**src/design/rce_pkg.sv**
```systemverilog
`timescale 1ns / 1ps
`default_nettype none

package rce_pkg;

    localparam int MAX_WIDTH_DEF = 4096;

    localparam int CFG_IDX_W  = 3;
    localparam int CFG_DATA_W = 16;
    localparam int CMP_W      = 16;   // holds any row count and any line length
    localparam int GRAD_W     = 14;   // signed gradient, |g| <= 8160
    localparam int MAG_W      = 13;
    localparam int TERM_W     = 19;   // (13-bit magnitude * 8-bit gain) >> 2
    localparam int SUM_W      = 20;

    localparam logic [CFG_IDX_W-1:0] CFG_IMAGE_WIDTH  = 3'd0;
    localparam logic [CFG_IDX_W-1:0] CFG_IMAGE_HEIGHT = 3'd1;
    localparam logic [CFG_IDX_W-1:0] CFG_KERNEL_ONE   = 3'd2;
    localparam logic [CFG_IDX_W-1:0] CFG_KERNEL_TWO   = 3'd3;
    localparam logic [CFG_IDX_W-1:0] CFG_GAIN_Q2      = 3'd4;
    localparam logic [CFG_IDX_W-1:0] CFG_CLAMP_LIMIT  = 3'd5;

    localparam logic [12:0] RST_IMAGE_WIDTH  = 13'd640;
    localparam logic [15:0] RST_IMAGE_HEIGHT = 16'd480;
    localparam logic [15:0] RST_KERNEL_ONE   = 16'hF001;
    localparam logic [15:0] RST_KERNEL_TWO   = 16'h0F10;
    localparam logic [7:0]  RST_GAIN_Q2      = 8'd11;
    localparam logic [7:0]  RST_CLAMP_LIMIT  = 8'd125;

    typedef struct packed {
        logic [12:0] image_width;
        logic [15:0] image_height;
        logic [15:0] kernel_one;
        logic [15:0] kernel_two;
        logic [7:0]  gain_q2;
        logic [7:0]  clamp_limit;
    } t_cfg;

    typedef enum logic [1:0] {
        S_IDLE,
        S_GRAD,
        S_SCALE,
        S_DONE
    } t_state;

    typedef struct packed {
        logic accept;
        logic grad_en;
        logic scale_en;
        logic finish;
    } t_cmd;

    typedef struct packed {
        logic out_free;
    } t_status;

    // Sum of four signed 4-bit coefficients times the window pixels
    function automatic logic signed [GRAD_W-1:0] window_grad(
        input logic [15:0] kern,
        input logic [7:0]  a,
        input logic [7:0]  b,
        input logic [7:0]  c,
        input logic [7:0]  d
    );
        logic signed [GRAD_W-1:0] p0, p1, p2, p3;
        p0 = $signed({{10{kern[3]}},  kern[3:0]})   * $signed({6'b0, a});
        p1 = $signed({{10{kern[7]}},  kern[7:4]})   * $signed({6'b0, b});
        p2 = $signed({{10{kern[11]}}, kern[11:8]})  * $signed({6'b0, c});
        p3 = $signed({{10{kern[15]}}, kern[15:12]}) * $signed({6'b0, d});
        return p0 + p1 + p2 + p3;
    endfunction

    function automatic logic [MAG_W-1:0] grad_mag(input logic signed [GRAD_W-1:0] g);
        logic signed [GRAD_W-1:0] neg;
        neg = -g;
        return g[GRAD_W-1] ? neg[MAG_W-1:0] : g[MAG_W-1:0];
    endfunction

endpackage

`default_nettype wire

```
**src/design/rce_ctrl.sv**
```systemverilog
`timescale 1ns / 1ps
`default_nettype none

module rce_ctrl
    import rce_pkg::*;
(
    input  wire logic    i_clk,
    input  wire logic    i_rst_n,
    input  wire logic    i_in_valid,
    output logic         o_in_ready,
    input  wire t_status i_status,
    output t_cmd         o_cmd
);

    t_state r_state;
    t_state n_state;

    always_ff @(posedge i_clk) begin
        if (!i_rst_n) begin
            r_state <= S_IDLE;
        end else begin
            r_state <= n_state;
        end
    end

    always_comb begin
        n_state      = r_state;
        o_in_ready   = 1'b0;
        o_cmd        = '0;
        case (r_state)
            S_IDLE: begin
                o_in_ready = 1'b1;
                if (i_in_valid) begin
                    o_cmd.accept = 1'b1;
                    n_state      = S_GRAD;
                end
            end
            S_GRAD: begin
                o_cmd.grad_en = 1'b1;
                n_state       = S_SCALE;
            end
            S_SCALE: begin
                o_cmd.scale_en = 1'b1;
                n_state        = S_DONE;
            end
            S_DONE: begin
                // hold until the output register can take the result
                if (i_status.out_free) begin
                    o_cmd.finish = 1'b1;
                    n_state      = S_IDLE;
                end
            end
            default: begin
                n_state = S_IDLE;
            end
        endcase
    end

endmodule

`default_nettype wire

```
**config.mk**
```make
export PLATFORM = sky130hd
export DESIGN_NAME = rce_ctrl
export DESIGN_NICKNAME = d
export VERILOG_FILES = /design/src/design/rce_pkg.sv /design/src/design/rce_ctrl.sv
export SDC_FILE = /design/constraint.sdc
export NUM_CORES = 1
export LEC_CHECK = 0
export ABC_AREA = 1
export BUFFER_PORTS_ARGS = -buffer_cell sky130_fd_sc_hd__buf_4
export CAP_MARGIN = 20
export CORE_AREA = 2 2 39 41
export CTS_CLUSTER_SIZE = 8
export DETAILED_ROUTE_END_ITERATION = 10
export DIE_AREA = 0 0 41 43
export PLACE_DENSITY = 0.4
export SYNTH_ARGS = -nofsm -noshare
export SYNTH_HDL_FRONTEND = slang
export SYNTH_SLANG_ARGS = --single-unit
```
**constraint.sdc**
```tcl
create_clock -name i_clk -period 2.8 [get_ports i_clk]
set_input_delay 0.14 -clock i_clk [delete_from_list [all_inputs] [get_ports i_clk]]
set_output_delay 0.14 -clock i_clk [all_outputs]
set_load 0.02 [all_outputs]
```
==> report_table.html <==
<table>
<tr><th>Metric</th><th>Value</th></tr>
<tr><th colspan="2">Critical path</th></tr>
<tr><td>Worst setup path class</td><td>reg -&gt; out</td></tr>
<tr><td>Largest driver fanout on the critical path</td><td>4</td></tr>
<tr><td>Arrival time of data at the critical path endpoint</td><td>around 1.2 ns</td></tr>
<tr><td>Critical path endpoint category</td><td>output pin</td></tr>
<tr><td>R2r worst-path depth</td><td>6</td></tr>
<tr><td>Crit start category</td><td>flop</td></tr>
<tr><td>Required time of the critical path</td><td>2.66 ns</td></tr>
<tr><th colspan="2">Clock network</th></tr>
<tr><td>Root buffer selected by CTS</td><td>sky130_fd_sc_hd__clkbuf_4</td></tr>
<tr><td>Cts hold-fix bufs</td><td>0</td></tr>
<tr><td>CTS-repair resized insts</td><td>0</td></tr>
<tr><td>Num CTS Buffers</td><td>3</td></tr>
<tr><td>Post-CTS Repair Setup Buffers</td><td>0</td></tr>
<tr><td>Clock slew seen by the registers of the worst setup and hold paths</td><td>0.03 ns</td></tr>
<tr><td>Clock network latency to the later pin of the worst-skew pair</td><td>approximately 0.22 ns</td></tr>
<tr><td>CTS tree</td><td>yes</td></tr>
<tr><td>Number of sinks on the clock net</td><td>2</td></tr>
<tr><td>Number of levels in the clock H-tree</td><td>1</td></tr>
<tr><td>Deepest clock path buffer count</td><td>2</td></tr>
<tr><th colspan="2">Drt</th></tr>
<tr><td>DR vias</td><td>174</td></tr>
<tr><td>DRC</td><td>0</td></tr>
<tr><td>WL per Instance</td><td>6.75 µm</td></tr>
<tr><td>Total length of routed wires</td><td>358 µm</td></tr>
<tr><td>Initial DRC count</td><td>1</td></tr>
<tr><td>Drt first pass iters</td><td>2</td></tr>
<tr><td>Routed via count divided by cell count</td><td>3.28</td></tr>
<tr><td>Antenna Nets Post-Route</td><td>0</td></tr>
<tr><th colspan="2">Place</th></tr>
<tr><td>Port-buffer cells</td><td>8</td></tr>
<tr><td>Post-DP HPWL</td><td>~300 µm</td></tr>
<tr><td>Worst setup timing slack at the placement stage</td><td>1.72 ns</td></tr>
<tr><td>Weighted congestion at the end of routability-driven global placement</td><td>about 0.56</td></tr>
<tr><th colspan="2">Timing</th></tr>
<tr><td>Worst-case setup margin in the final layout</td><td>around 1.5 ns</td></tr>
<tr><td>Highest Clock Rate</td><td>772 MHz</td></tr>
<tr><td>Slew at the pin closest to its max-slew limit</td><td>0.155 ns</td></tr>
<tr><td>Period utilization</td><td>46.3%</td></tr>
<tr><td>Relative slew margins</td><td>89.6%</td></tr>
<tr><td>Max-slew violations</td><td>0</td></tr>
<tr><td>Final number of hold-violating endpoints</td><td>0</td></tr>
<tr><td>Shortest clock period the worst path allows after layout</td><td>1.30 ns</td></tr>
<tr><td>Total setup violations reported at the end of the flow</td><td>0</td></tr>
<tr><td>RSZ-0062 raised after global routing</td><td>false</td></tr>
<tr><td>Post-Route Skew</td><td>around 0.0012 ns</td></tr>
<tr><td>Final setup TNS</td><td>0 ns</td></tr>
<tr><th colspan="2">Cells and area</th></tr>
<tr><td>Most common cell after layout, fill and taps aside</td><td>sky130_fd_sc_hd__buf_4</td></tr>
<tr><td>Number of antenna repair diodes</td><td>0</td></tr>
<tr><td>Largest register FFs</td><td>2</td></tr>
<tr><td>Layout Utilization</td><td>20.3%</td></tr>
<tr><td>Synth-to-layout area growth</td><td>57.3%</td></tr>
<tr><td>Biggest regs</td><td>r_state: 2 flops</td></tr>
<tr><td>Final Net Count</td><td>47</td></tr>
<tr><td>Leading cell types in the layout, fill and taps excluded</td><td>sky130_fd_sc_hd__buf_4 (8), sky130_fd_sc_hd__inv_1 (7), sky130_fd_sc_hd__nand2_1 (5)</td></tr>
<tr><td>Ratio of cells with drive above 1 in the final layout</td><td>approximately 38%</td></tr>
<tr><td>Register ranked first by flip-flop count</td><td>r_state</td></tr>
<tr><th colspan="2">Synthesis</th></tr>
<tr><td>YS warnings</td><td>0</td></tr>
<tr><td>Post-synthesis area per instance</td><td>slightly below 7 µm²</td></tr>
<tr><td>Summed instance area of the synthesized netlist</td><td>179 µm²</td></tr>
<tr><td>Syn_nets</td><td>34</td></tr>
<tr><td>Post-synthesis sequential area ratio</td><td>22.4%</td></tr>
<tr><td>Number of instances in the synthesized netlist</td><td>26</td></tr>
<tr><td>Synth unique cells</td><td>8</td></tr>
<tr><td>Synthesized flop and latch total</td><td>2</td></tr>
<tr><th colspan="2">Power</th></tr>
<tr><td>Pwr Density</td><td>1050 nW/µm²</td></tr>
<tr><td>Worst IR drop on VDD</td><td>0.000247 V</td></tr>
<tr><td>Lkg Pwr</td><td>0.170 nW</td></tr>
<tr><th colspan="2">Global routing</th></tr>
<tr><td>Initial antenna violation count</td><td>0</td></tr>
<tr><td>First-pass GRT wire length</td><td>between 500 and 600 µm</td></tr>
<tr><td>Number of global-route vias before repair</td><td>between 150 and 200</td></tr>
<tr><td>Pin count of the biggest net entering global routing</td><td>5</td></tr>
<tr><td>Congestion Overflow GR</td><td>0</td></tr>
<tr><td>Aggregate global-route resource usage</td><td>4.71%</td></tr>
<tr><th colspan="2">Die</th></tr>
<tr><td>Vert. Die Dim</td><td>43 µm</td></tr>
<tr><td>Die footprint</td><td>1760 µm²</td></tr>
<tr><td>Row Count</td><td>14</td></tr>
<tr><td>Top-level port count</td><td>9</td></tr>
<tr><td>Initial core utilization</td><td>12.9%</td></tr>
<tr><td>Chip width</td><td>41 µm</td></tr>
<tr><td>Core region area</td><td>approximately 1400 µm²</td></tr>
<tr><th colspan="2">Run status</th></tr>
<tr><td>Run status</td><td>finished, final reports clean</td></tr>
<tr><th colspan="2">Min path</th></tr>
<tr><td>Type of the worst min-delay path</td><td>in -&gt; reg</td></tr>
<tr><td>Worst hold path cell count</td><td>3</td></tr>
<tr><th colspan="2">Flow run</th></tr>
<tr><td>Max-cap violations</td><td>0</td></tr>
</table>
==> path summary, 6_finish.rpt <==
path              start          to  slack [ns]
max          r_state[0]    o_cmd[3]        1.50
min             i_rst_n  r_state[1]        0.17
max reg2reg  r_state[0]  r_state[1]        1.72
min reg2reg  r_state[0]  r_state[0]        0.54
==> routing by layer <==
metal | vias to the layer above | GRT usage (%) | wire length, µm
met5 | - | 0 | 0
met4 | 0 | 6.00 | 0
met3 | 0 | 1.57 | 52
met2 | 7 | 6.25 | 158
met1 | 69 | 4.79 | 148
li1 | 98 | - | -
==> per-stage QoR <==
step	instances	total power, mW	area [µm²]	hold slack, ns
global route	53	0.324	282	0.183
CTS	53	0.304	282	0.167
detailed placement	50	0.236	259	0.402
global placement	50	0.238	259	0.393
floorplan	26	0.180	179	0.261
finish	53	0.295	282	0.175
==> where the power goes <==
part           internal (mW)  total (mW)  switching, mW
combinational         0.0773       0.178          0.101
sequential            0.0412      0.0547         0.0135
clock                 0.0471      0.0620         0.0149
==> cell families (layout without fill, tap and decap cells) <==
family | after synthesis | after routing | share of synthesized area (%)
simple gates | 11 | 11 | 29.4
buf+inv | 7 | 18 | 14.7
fa+ha+maj | 4 | 4 | 28.0
compound gates | 2 | 2 | 5.59
flops | 2 | 2 | 22.4
==> worst max-delay path: stages, from the launching register on <==
cell	delay, ns
sky130_fd_sc_hd__dfxtp_1	0.37
sky130_fd_sc_hd__inv_1	0.08
sky130_fd_sc_hd__ha_1	0.25
sky130_fd_sc_hd__nand2_1	0.07
sky130_fd_sc_hd__inv_1	0.03
sky130_fd_sc_hd__buf_4	0.14
==> cells in the mapped netlist (all sizes together) <==
library cell  instances  share of area (%)
nand2                 7                 17
nor2                  3                6.3
nand3                 1                5.6
inv                   7                 15
dfxtp                 2                 22
a21oi                 2                5.6
ha                    4                 28
==> final cells by class <==
class	count	area [µm²]
repair buffers	8	60.1
inverters	7	26.3
flip-flops and latches	2	40.0
well taps	16	20.0
clock buffers	3	22.5
multi-input cells	17	113
fillers	165	1100
(Power assumes the default switching activity.)
